File: src/rtl/pva_pkg.sv
// shared types, constants and the cordic turn table for the bin phase advance block
// no dependencies
package pva_pkg;

  localparam int CORDIC_STEPS   = 24;
  localparam int GUARD_BITS     = 6;
  localparam int CW             = 34;   // cordic x/y width
  localparam int ZW             = 33;   // cordic angle width
  localparam int IDX_W          = 11;
  localparam int SAMP_W         = 24;
  localparam int DEF_FFT_SIZE   = 2048;
  localparam int DEF_NUM_BINS   = 1025;
  localparam int DEF_PHASE_BITS = 24;
  localparam logic signed [63:0] INV_GAIN2_Q30 = 64'sd395948876;

  // sideband that travels with each word through both cordic chains
  typedef struct packed {
    logic [IDX_W-1:0]         idx;
    logic signed [SAMP_W-1:0] re;
    logic signed [SAMP_W-1:0] im;
    logic                     last;
    logic                     pv;     // phase memories valid when accepted
    logic                     zero;   // bin exactly zero
    logic                     proc;   // rebuilt from new phase
  } side_t;

  function automatic logic [31:0] atan_turn(input int step);
    case (step)
      0:  return 32'h20000000;
      1:  return 32'h12E4051E;
      2:  return 32'h09FB385B;
      3:  return 32'h051111D4;
      4:  return 32'h028B0D43;
      5:  return 32'h0145D7E1;
      6:  return 32'h00A2F61E;
      7:  return 32'h00517C55;
      8:  return 32'h0028BE53;
      9:  return 32'h00145F2F;
      10: return 32'h000A2F98;
      11: return 32'h000517CC;
      12: return 32'h00028BE6;
      13: return 32'h000145F3;
      14: return 32'h0000A2FA;
      15: return 32'h0000517D;
      16: return 32'h000028BE;
      17: return 32'h0000145F;
      18: return 32'h00000A30;
      19: return 32'h00000518;
      20: return 32'h0000028C;
      21: return 32'h00000146;
      22: return 32'h000000A3;
      23: return 32'h00000051;
      default: return 32'h0;
    endcase
  endfunction

endpackage

File: src/rtl/pva_cordic_cell.sv
// one cordic micro-rotation cell, vectoring or rotating mode
// depends on pva_pkg
module pva_cordic_cell
  import pva_pkg::*;
#(
  parameter int STEP = 0,
  parameter bit VECT = 1'b1
) (
  input  logic                 clk,
  input  logic                 rst_n,
  input  logic                 en,
  input  logic                 v_in,
  input  logic signed [CW-1:0] x_in,
  input  logic signed [CW-1:0] y_in,
  input  logic signed [ZW-1:0] z_in,
  input  side_t                side_in,
  output logic                 v_r,
  output logic signed [CW-1:0] x_r,
  output logic signed [CW-1:0] y_r,
  output logic signed [ZW-1:0] z_r,
  output side_t                side_r
);

  localparam logic signed [ZW-1:0] ATAN = $signed({1'b0, atan_turn(STEP)});

  logic                 neg;
  logic signed [CW-1:0] xs, ys, x_nxt, y_nxt;
  logic signed [ZW-1:0] z_nxt;

  always_comb begin
    // vectoring drives y to zero, rotating drives z to zero
    neg   = VECT ? ~y_in[CW-1] : z_in[ZW-1];
    xs    = x_in >>> STEP;
    ys    = y_in >>> STEP;
    x_nxt = neg ? x_in + ys : x_in - ys;
    y_nxt = neg ? y_in - xs : y_in + xs;
    z_nxt = neg ? z_in + ATAN : z_in - ATAN;
  end

  always_ff @(posedge clk) begin
    if (!rst_n) begin
      v_r <= 1'b0;
    end else if (en) begin
      v_r <= v_in;
    end
  end

  always_ff @(posedge clk) begin
    if (en) begin
      x_r    <= x_nxt;
      y_r    <= y_nxt;
      z_r    <= z_nxt;
      side_r <= side_in;
    end
  end

endmodule

File: config.mk
export PLATFORM = sky130hd
export DESIGN_NAME = pva_cordic_cell
export DESIGN_NICKNAME = d
export VERILOG_FILES = /design/src/rtl/pva_pkg.sv /design/src/rtl/pva_cordic_cell.sv
export SDC_FILE = /design/constraint.sdc
export NUM_CORES = 1
export LEC_CHECK = 0
export ABC_AREA = 1
export BUFFER_PORTS_ARGS = -buffer_cell sky130_fd_sc_hd__buf_2
export CAP_MARGIN = 0
export CORE_MARGIN = 1.5
export CORE_UTILIZATION = 45
export CTS_BUF_LIST = sky130_fd_sc_hd__clkbuf_4 sky130_fd_sc_hd__clkbuf_8
export DETAILED_ROUTE_END_ITERATION = 8
export PLACE_DENSITY = 0.71
export REMOVE_ABC_BUFFERS = 1
export SLEW_MARGIN = 20
export SYNTH_ARGS = -nofsm -noshare
export SYNTH_HDL_FRONTEND = slang
export SYNTH_SLANG_ARGS = --single-unit
File: constraint.sdc
create_clock -name clk -period 6.5 [get_ports clk]
set_clock_uncertainty 0.05 [all_clocks]
set_input_delay 1.3 -clock clk [delete_from_list [all_inputs] [get_ports clk]]
set_output_delay 1.3 -clock clk [all_outputs]
set_load 0.01 [all_outputs]
# After elaboration in Yosys (flattened, before gate mapping)
# Index checks and enable logic that the tools add are counted.
# totals
ff_bits,165
inputBits,168
output_inout_bits,165
# classes
n_addsub,5
mux,3
# op_table
operator,count
2-to-1 mux 34 bit,2
subtractor 34 bit,2
adder 34 bit,1
adder 33 x 31 -> 33 bit (second input constant),1
2-to-1 mux 33 bit,1
subtractor 33 x 31 -> 33 bit (second input constant),1

# Logic depth before layout (Yosys ltp)
# Gate-level depths: netlist of the first run.
# depth
word_depth,2
mapped_depth,18

# Worst setup path before layout of the first run
# Ideal clock, no wire load.
# synth_path
kind,input -> register
from,in x_in[0]
to,"reg x_r[32], data pin"
setup_time_ns,0.253
arrival_ns,2.741
required_ns,6.197
setup_slack_ns,3.456
stages,13
path_buffers,0
cell_sequence,inv_1 ha_1 fa_1 o21ai_1 nand2_1 nand2_1 nand2_1 nand2_1 nand2_1 nand2_1 nand2_1 nand3_1 nand2_1
# synth_via
elab_chain_cells,2
word_cells_on_any_way,3
cone_classes,2 x add/sub; 1 x mux
# synth_lines
element,line_no,rtl
from (decl),pva_cordic_cell.sv:13,"input logic signed [CW-1:0] x_in,"
adder 34 bit / subtractor 34 bit (equally long branches),pva_cordic_cell.sv:35,x_nxt = neg ? x_in + ys : x_in - ys;
2-to-1 mux 34 bit (*),pva_cordic_cell.sv:35,
named net x_nxt[32],pva_cordic_cell.sv:27,"logic signed [CW-1:0] xs, ys, x_nxt, y_nxt;"
to (signal assigned),pva_cordic_cell.sv:50,x_r <= x_nxt;
to (decl),pva_cordic_cell.sv:18,"output logic signed [CW-1:0] x_r,"
# The timed path passes the listed nets; every way through them passes the cells marked *.
# A chain may end at the register's enable or synchronous reset.

# Final worst setup path of the first run
# layout_path
from,in x_in[3]
to,"reg x_r[26], data pin"
# The elaborated chain is that of the path after synthesis.

==> results of run 1 <==
==> registers in the layout, summed over array words and instances, names as in the netlist <==
register	count
v_r	1
side_r	63
y_r	33
x_r	34
z_r	33
==> placed cells by master, fill, tap and decap left out, types with 4 or more instances in the layout <==
cell,count
nand2_1,411
buf_2,331
inv_1,205
edfxtp_1,163
nand3_1,141
a21oi_1,135
nor2_1,134
ha_1,101
o21ai_0,82
xor2_1,25
clkbuf_8,17
o21ai_1,16
nor3_1,14
a21o_1,11
nand4_1,11
inv_2,10
o21bai_1,10
nand2_2,8
nor2_2,7
clkinv_8,6
o31ai_1,5
a31oi_1,4
o211ai_1,4
a21oi_2,4
nand3_2,4
o22ai_1,4
fa_1,4
inv_12,4
==> report_power, final <==
part           switching [mW]  internal, mW  total [mW]
combinational           0.661         0.323       0.984
clock                   0.510         0.312       0.821
sequential             0.0258          1.30        1.33
total                    1.20          1.93        3.13
==> routing by layer <==
metal  part of all wire (%)  wire, um  vias up  global-route usage [%]
met4                    3.2      1289        0                   10.48
li1                       -         -     5848                       -
met5                      0         0        -                       0
met2                     47     19190      539                   48.12
met1                     43     17250     5727                   36.30
met3                    7.0      2847       87                   4.255
==> layout make-up <==
type                       count  area, um^2  area share [%]
multi-input combinational   1159        6265           43.03
sequential                   164        4915           33.76
timing repair buffer         335        1690           11.61
inverter                     217       815.8           5.604
tap                          341       426.7           2.931
clock buffer                  17       234.0           1.607
clock inverter                15       211.5           1.453
==> path summary, 6_finish.rpt <==
| check | start | to | slack, ps | cells past startpoint |
|---|---|---|---|---|
| max | x_in[3] | x_r[26] | 3160 | 14 |
| min reg2reg | v_r | v_r | 540 | 2 |
| max reg2reg | v_r | v_r | 5750 | 2 |
| min | v_r | v_r | 540 | 2 |
==> cell usage after synthesis (12+ instances only) <==
master    count
nand2_1     411
inv_1       205
edfxtp_1    163
nand3_1     141
a21oi_1     135
nor2_1      134
ha_1        101
o21ai_0      82
xor2_1       25
buf_4        21
o21ai_1      16
nor3_1       14
buf_2        12
==> cell families (layout without fill, tap and decap cells) <==
family,after synthesis,in the layout,synth area share (%)
xor gates and xnor gates,28,28,1.999
adders and majority gates,105,105,10.96
buffers and inverters,260,584,8.854
and+or+nand+nor,746,746,25.77
DFF,164,164,40.07
AOI/OAI and AO/OA,280,280,12.35
==> worst max-delay path: stages <==
cell	delay [ps]
buf_2	110
inv_1	50
ha_1	590
inv_1	150
a21oi_1	240
o21ai_2	160
nand2_1	90
nand2_1	110
nand2_1	90
nand2_1	150
nand2_1	130
nand3_1	110
nand3_1	130
nand2_1	100
==> summary.txt, run 1 <==
Clock Tree Buf Depth: 2
Final Cycle Share: 51.39%
Max-cap violation count: 0
Fin area: 14560 um^2
Routed vias: 12200
TNS Setup: 0 ps
Hold_buf cts: 0
H-tree depth: 4
DP Wirelength: 33.12 mm
CP Data Required Time: 6670 ps
Final Power: 3.131 mW
Port bufs: 332
Clk sink count: 164
Synth area leader: edfxtp_1
Finished Layout Cells: 2248
Worst Slack Setup Final: 3160 ps
Die Area: 28260 um^2
WS Path Type: input port to flip-flop
Max-slew headroom: 36.76%
Layout Nets: 2167
Peak supply drop: 0.1279 mV
Ant. Diodes: 0
Ys async rst share: 0%
Clock transition at path regs: 110 ps
Cell Area, Synth: 12270 um^2
GRT Util Overall: 28.20%
Max Clk Rate: 0.2994 GHz
YS warnings: 0
Chip height: 168.1 um
Largest net degree at the start of global routing: 98
Filler Cell Count: 2638
Final hold vios: 0
Avg Inst Size Synth: 7.748 um^2
First-pass GRT wire length: 61.36 mm
Post-synthesis cell count: 1583
Core Util, Final: 54.17%
Initial antenna violation count: 0
Num ports: 333
Clk_lat worst skew: 470 ps
Sequential share of the synthesized area: 40.07%
Hold Path Class: flip-flop to flip-flop
Post-DRT Antenna Nets: 0
Setup bufs post-CTS: 0
Slew Viols, Final: 0
Starting DRT DRC Count: 965
Arr. time, crit path: 3510 ps
Top-area cell type share of the netlist area: 39.91%
DRC Markers: 0
Pleak: 7.178 nW
GPL Wtd Cong: 0.9479
Clk root buf: clkbuf_8
Post-DR vias/cell: 5.427
Ys flop type: edfxtp_1
Status: complete, no violations
Initial Utilization: 45.64%
Crit-path max FO: 12
Post-CTS sizing: 0
EDFF count, synth: 163
Core area: 26880 um^2
Dpl ws: 2745 ps
P&R area growth vs syn: 18.69%
Synth area leaders: edfxtp_1 (40%), nand2_1 (13%), ha_1 (10%)
Slew @ Worst Pin: 948.6 ps
Setup crit start kind: input port
Post-DP Area: 14110 um^2
Share of post-route cells with drive strength above 1: 21.60%
Power Dens Cells: 215.1 nW/um^2
Final Critical Period: 3340 ps
Core Rows: 60
Final setup vio count: 0
RSZ-0062 raised after global routing: false
Die Wd: 168.1 um
WHS: 543.0 ps
Pre-antenna DRT Iters: 6
Synth cell types: 44
Total Routed Length: 40.58 mm
Inst Count DP: 2216
Wire per inst: 18.05 um
Synthesis-stage register bit count: 164
CP endpoint kind: flip-flop
Grt ovf: 0
CTS tree: built
CTS buffer count: 17
Vias in the first global route: 11520
Note: power is estimated with default switching activity, not from simulation.
==> run 2: changes to the inputs <==
- clock period: 6.5 -> 3.3 ns (I/O delays scaled with it)
==> run 2 against run 1 <==
Effect of this change: setup slack worse by 2600 ps; non-clock buffer count grew 18; clock-buffer cell count unchanged; sequential cell count unchanged; largest power group unchanged; die area is the same; sequential power up 96%; via count down 0.42%; global-route usage grew 0.59 points; routed wire length increased by 2.0%.
==> summary.txt, run 2 (synthesis gave the netlist of run 1 again) <==
Ant. Diodes: 0 (unchanged)
Hold Path Class: input port to flip-flop
Setup crit start kind: input port
Clk_lat worst skew: 470 ps (about the same)
Chip height: 168.1 um (unchanged)
Commonest non-fill, non-tap cell in the layout: nand2_1
Final setup vio count: 0 (unchanged)
GPL Wtd Cong: 0.9896 (+4.4%)
Most frequent cells in the layout: nand2_1 (411), buf_2 (331), inv_1 (205)
CTS tree: built
Number of flip-flops in the largest register: 63 (unchanged)
Vias in the first global route: 11420 (-0.88%)
Hold_buf cts: 0 (unchanged)
Die Area: 28260 um^2 (unchanged)
Status: complete, no violations
Wire per inst: 18.26 um (+1.2%)
CP max-delay cell: ha_1
Crit path max-delay family: simple AND/OR/NAND/NOR gates
First-pass GRT wire length: 62.03 mm (+1.1%)
DRC Markers: 0 (unchanged)
GRT Util Overall: 28.78% (+0.59 points)
Initial Utilization: 45.64% (unchanged)
Core Rows: 60 (unchanged)
Core area: 26880 um^2 (unchanged)
Max-cap violation count: 0 (unchanged)
Max Clk Rate: 0.3704 GHz
Crit-path max FO: 7 (-5)
Grt ovf: 0 (unchanged)
Slowest stage delay, CP: 490 ps (-100 ps)
Final Critical Period: 2700 ps
Share of post-route cells with drive strength above 1: 22.34% (+0.73 points)
Port bufs: 332 (unchanged)
WS Path Type: input port to flip-flop
Clock transition at path regs: 120 ps (about the same)
P&R area growth vs syn: 19.90%
Biggest register: side_r
R2R cell count: 2 (unchanged)
Initial antenna violation count: 0 (unchanged)
M1 wire length: 17.84 mm (+3.4%)
Crit path depth: 11 (-3)
Starting DRT DRC Count: 940 (-2.6%)
Area of the multi-input gates: 6265 um^2 (unchanged)
Clk sink count: 164 (unchanged)
Post-DP Area: 14270 um^2 (+1.1%)
Num ports: 333 (unchanged)
DP Wirelength: 34.20 mm (+3.3%)
Crit-path cells: buf_2 > inv_1 > ha_1 > nand2_1 > nor2_1 > inv_1 > nor2_1 > nand2_1 > nand2_1 > nor2_1 > o31ai_1
Post-DR vias/cell: 5.362 (-1.2%)
Power Dens Cells: 424.1 nW/um^2 (+97%)
CP endpoint kind: flip-flop
DR top layer: met4
Filler Cell Count: 2607 (-1.2%)
Final hold vios: 0 (unchanged)
Bufs and invs on worst path: 3 (unchanged)
TNS Setup: 0 ps (unchanged)
Arr. time, crit path: 2850 ps (-660 ps)
RSZ-0062 raised after global routing: false
Post-CTS sizing: 0 (unchanged)
Slew @ Worst Pin: 607.6 ps (-341.1 ps)
Fin area: 14710 um^2 (+1.0%)
Post-DRT Antenna Nets: 0 (unchanged)
H-tree depth: 4 (unchanged)
Total Routed Length: 41.38 mm (+2.0%)
Setup bufs post-CTS: 0 (unchanged)
Die Wd: 168.1 um (unchanged)
CP Data Required Time: 3450 ps (-3220 ps)
Pleak: 7.274 nW (+1.3%)
Clock Tree Buf Depth: 2 (unchanged)
CTS buffer count: 17 (unchanged)
Largest regs: side_r x63, x_r x34
Layout Nets: 2185 (+0.83%)
Routed vias: 12150 (-0.42%)
WL met2: 19.62 mm (+2.3%)
Final Cycle Share: 81.81%
Peak supply drop: 0.1864 mV (+46%)
Clk root buf: clkbuf_8
Cells on Worst Hold Path: 1 (-1)
WL met3: 2.672 mm (-6.1%)
Register area: 4915 um^2 (unchanged)
Slew Viols, Final: 0 (unchanged)
Pre-antenna DRT Iters: 5 (-1)
Max-slew headroom: 59.50% (+23 points)
Largest net degree at the start of global routing: 61 (-38%)
-- run 2: through the flow --
stage	hold WS [ps]	power [mW]	setup WS (ps)	std cells	utilization, %
5_1_grt	269.5	6.560	479.4	2266	54.72
3_5_place_dp	535.5	4.599	244.9	2234	53.11
3_3_place_gp	515.0	4.588	256.3	2234	53.11
4_1_cts	267.1	6.265	771.3	2266	54.72
2_1_floorplan	505.3	3.778	808.7	1540	-
6_report	295.5	6.237	600.2	2266	54.72
-- run 2: per-layer routing --
layer  vias to the layer above  track usage [%]
met5                         -                0
li1                       5889                -
met4                         0            10.52
met3                        72            4.208
met1                      5693            36.85
met2                       496            49.57
-- run 2: cell type report --
cell class,instances,area share (%)
multi-input cells,1159,42.60
inverters,217,5.547
clock inverters,15,1.361
flip-flops and latches,164,33.42
clock buffers,17,1.591
repair buffers,353,12.58
well taps,341,2.901
-- run 2: power by group --
group	internal (mW)	total (mW)	switching (mW)
clock	0.664	1.65	0.987
combinational	0.663	1.97	1.31
sequential	2.56	2.61	0.0513
-- run 2: final timing paths --
check,startpoint,to,slack [ps]
worst min-delay path,z_in[27],z_r[27],300
worst min register to register,v_r,v_r,540
worst max-delay path,x_in[11],y_r[15],600
worst max register to register,v_r,v_r,2570
==> run 3: changes to the inputs <==
- PLACE_DENSITY: 0.71 -> 0.74
- clock period: 3.3 -> 2.2 ns (I/O delays scaled with it)
==> run 3 against run 2 <==
Effect of this change: setup slack lost 530 ps; critical path depth increased by 1; first-iteration DRC count grew 14%; final area rose by 17%; non-clock buffer count rose by 316; utilization grew 9.4 points; global-route usage increased by 2.5 points; critical endpoint is now y_r[27]; highest routed layer is now met5.
==> summary.txt, run 3 (synthesis gave the netlist of run 1 again) <==
Status: complete, no violations
Pre-antenna DRT Iters: 5 (unchanged)
CP Data Required Time: 2360 ps (-1090 ps)
Clk root buf: clkbuf_8
Post-DR vias/cell: 5.151 (-3.9%)
Final hold vios: 0 (unchanged)
Starting DRT DRC Count: 1074 (+14%)
Grt ovf: 0 (unchanged)
Setup crit start kind: input port
Comb pwr share: 37.4% (+5.7 points)
Ant. Diodes: 0 (unchanged)
CP max-delay cell: ha_1
Crit-path max FO: 5 (-2)
Commonest non-fill, non-tap cell in the layout: nand2_1
Clock transition at path regs: 120 ps (about the same)
R2R cell count: 2 (unchanged)
Core area: 26880 um^2 (unchanged)
Clk_lat worst skew: 470 ps (about the same)
Final setup vio count: 0 (unchanged)
Slew @ Worst Pin: 475.5 ps (-132.0 ps)
Crit-path cells: buf_2 > inv_1 > ha_1 > buf_4 > nand2_1 > o21ai_0 > buf_4 > a21o_1 > a21oi_1 > nand3_1 > nand3_1 > nand2_1
Crit path depth: 12 (+1)
Max-cap violation count: 0 (unchanged)
Total Routed Length: 45.07 mm (+8.9%)
Gr busiest metal: met2
H-tree depth: 4 (unchanged)
Switching Share: 37.38% (-0.31 points)
Cells on Worst Hold Path: 1 (unchanged)
Arr. time, crit path: 2290 ps (-560 ps)
Most frequent cells in the layout: nand2_1 (409), buf_4 (332), buf_2 (331)
Power Dens Cells: 582.7 nW/um^2 (+37%)
Largest regs: side_r x63, x_r x34
Routed vias: 13300 (+9.5%)
Slowest stage delay, CP: 370 ps (-120 ps)
Met1 Track Usage GR: 40.95% (+4.1 points)
Final Power: 10.03 mW (+61%)
Pleak: 8.778 nW (+21%)
Peak supply drop: 0.4987 mV (+170%)
Post-DRT Antenna Nets: 0 (unchanged)
Final Critical Period: 2127 ps
Number of flip-flops in the largest register: 63 (unchanged)
Worst Slack Setup Final: 72.71 ps (-527.4 ps)
Max Clk Rate: 0.4701 GHz
Initial antenna violation count: 1 (+1)
RSZ-0062 raised after global routing: true
Port bufs: 332 (unchanged)
Slew Viols, Final: 0 (unchanged)
Core Rows: 60 (unchanged)
CP endpoint kind: flip-flop
Die Area: 28260 um^2 (unchanged)
P&R area growth vs syn: 40.40%
DP Wirelength: 37.27 mm (+9.0%)
Core Util, Final: 64.07% (+9.4 points)
WHS: 68.81 ps (-226.7 ps)
CTS buffer count: 17 (unchanged)
Num ports: 333 (unchanged)
Crit path max-delay family: compound AO/OA/AOI/OAI gates
Initial Utilization: 45.64% (unchanged)
Hold Path Class: input port to flip-flop
Met3 Usage GRT: 3.456% (-0.75 points)
First-pass GRT wire length: 67.60 mm (+9.0%)
CTS tree: built
GR Util met2: 54.86% (+5.3 points)
WS Path Type: input port to flip-flop
Psw: 3.751 mW (+60%)
Chip height: 168.1 um (unchanged)
Final Cycle Share: 96.69%
Layout Nets: 2501 (+14%)
Biggest register: side_r
Int Pwr: 6.283 mW (+62%)
Max-slew headroom: 67.96% (+8.5 points)
Vias in the first global route: 12690 (+11%)
Bufs and invs on worst path: 4 (+1)
Reg power frac: 39.1% (-2.8 points)
Clock power frac: 23.5% (-3.0 points)
Wire per inst: 17.45 um (-4.4%)
Clock Tree Buf Depth: 2 (unchanged)
Clk sink count: 164 (unchanged)
Dpl ws: -584.5 ps (-829.4 ps)
Share of post-route cells with drive strength above 1: 35.25% (+13 points)
TNS Setup: 0 ps (unchanged)
Die Wd: 168.1 um (unchanged)
Largest net degree at the start of global routing: 58 (-4.9%)
GRT Util Overall: 31.29% (+2.5 points)
DRC Markers: 0 (unchanged)
GPL Wtd Cong: 0.9759 (-1.4%)
[run 3: cell types whose count changed in the layout (fill, tap and decap cells not counted), sizes merged]
cell,change
buf,+316
bufinv,-1
clkinv,-1
clkinvlp,+1
inv,+1
[run 3: path summary, 6_finish.rpt]
kind / start / to / slack, ps
setup reg to reg: v_r / v_r / 1510
hold reg to reg: v_r / v_r / 500
setup / recovery: x_in[13] / y_r[27] / 70
hold / removal: z_in[13] / z_r[13] / 70
[run 3: cell type report]
type | count | area, um^2
multi-input combinational | 1159 | 6411
inverter | 217 | 815.8
tap | 341 | 426.7
clock buffer | 17 | 234.0
fill | 2433 | 9656
clock inverter | 15 | 157.7
sequential | 164 | 4915
timing repair buffer | 669 | 4260
[run 3: repair_timing]
item                                    in CTS  in global routing
resized for setup                            3                 52
setup buffers                                0                  2
endpoints found under the setup margin       8                 39
pin swaps                                    0                  1
hold buffers                                 0                  0
[run 3: power groups by stage]
stage / clock network, mW / logic, mW / registers, mW
final: 2.36 / 3.75 / 3.92
after global routing: 2.48 / 4.07 / 3.95
after CTS: 2.39 / 3.65 / 3.92
after detailed placement: 0 / 3.63 / 3.99
after global placement: 0 / 3.58 / 3.99
after floorplan: 0 / 1.48 / 4.18
[run 3: metrics by stage]
step,instance area (um^2),std cells
after CTS,17070,2580
after global routing,17220,2582
after global placement,16670,2548
after detailed placement,16670,2548
final,17220,2582
after floorplan,12000,1540
[run 3: routing by layer]
layer	vias up	wire length (um)	share of wire, %
met2	560	21840	48
met5	-	7	0.016
met1	6150	19080	42
met3	60	3095	6.9
met4	2	1039	2.3
li1	6528	-	-
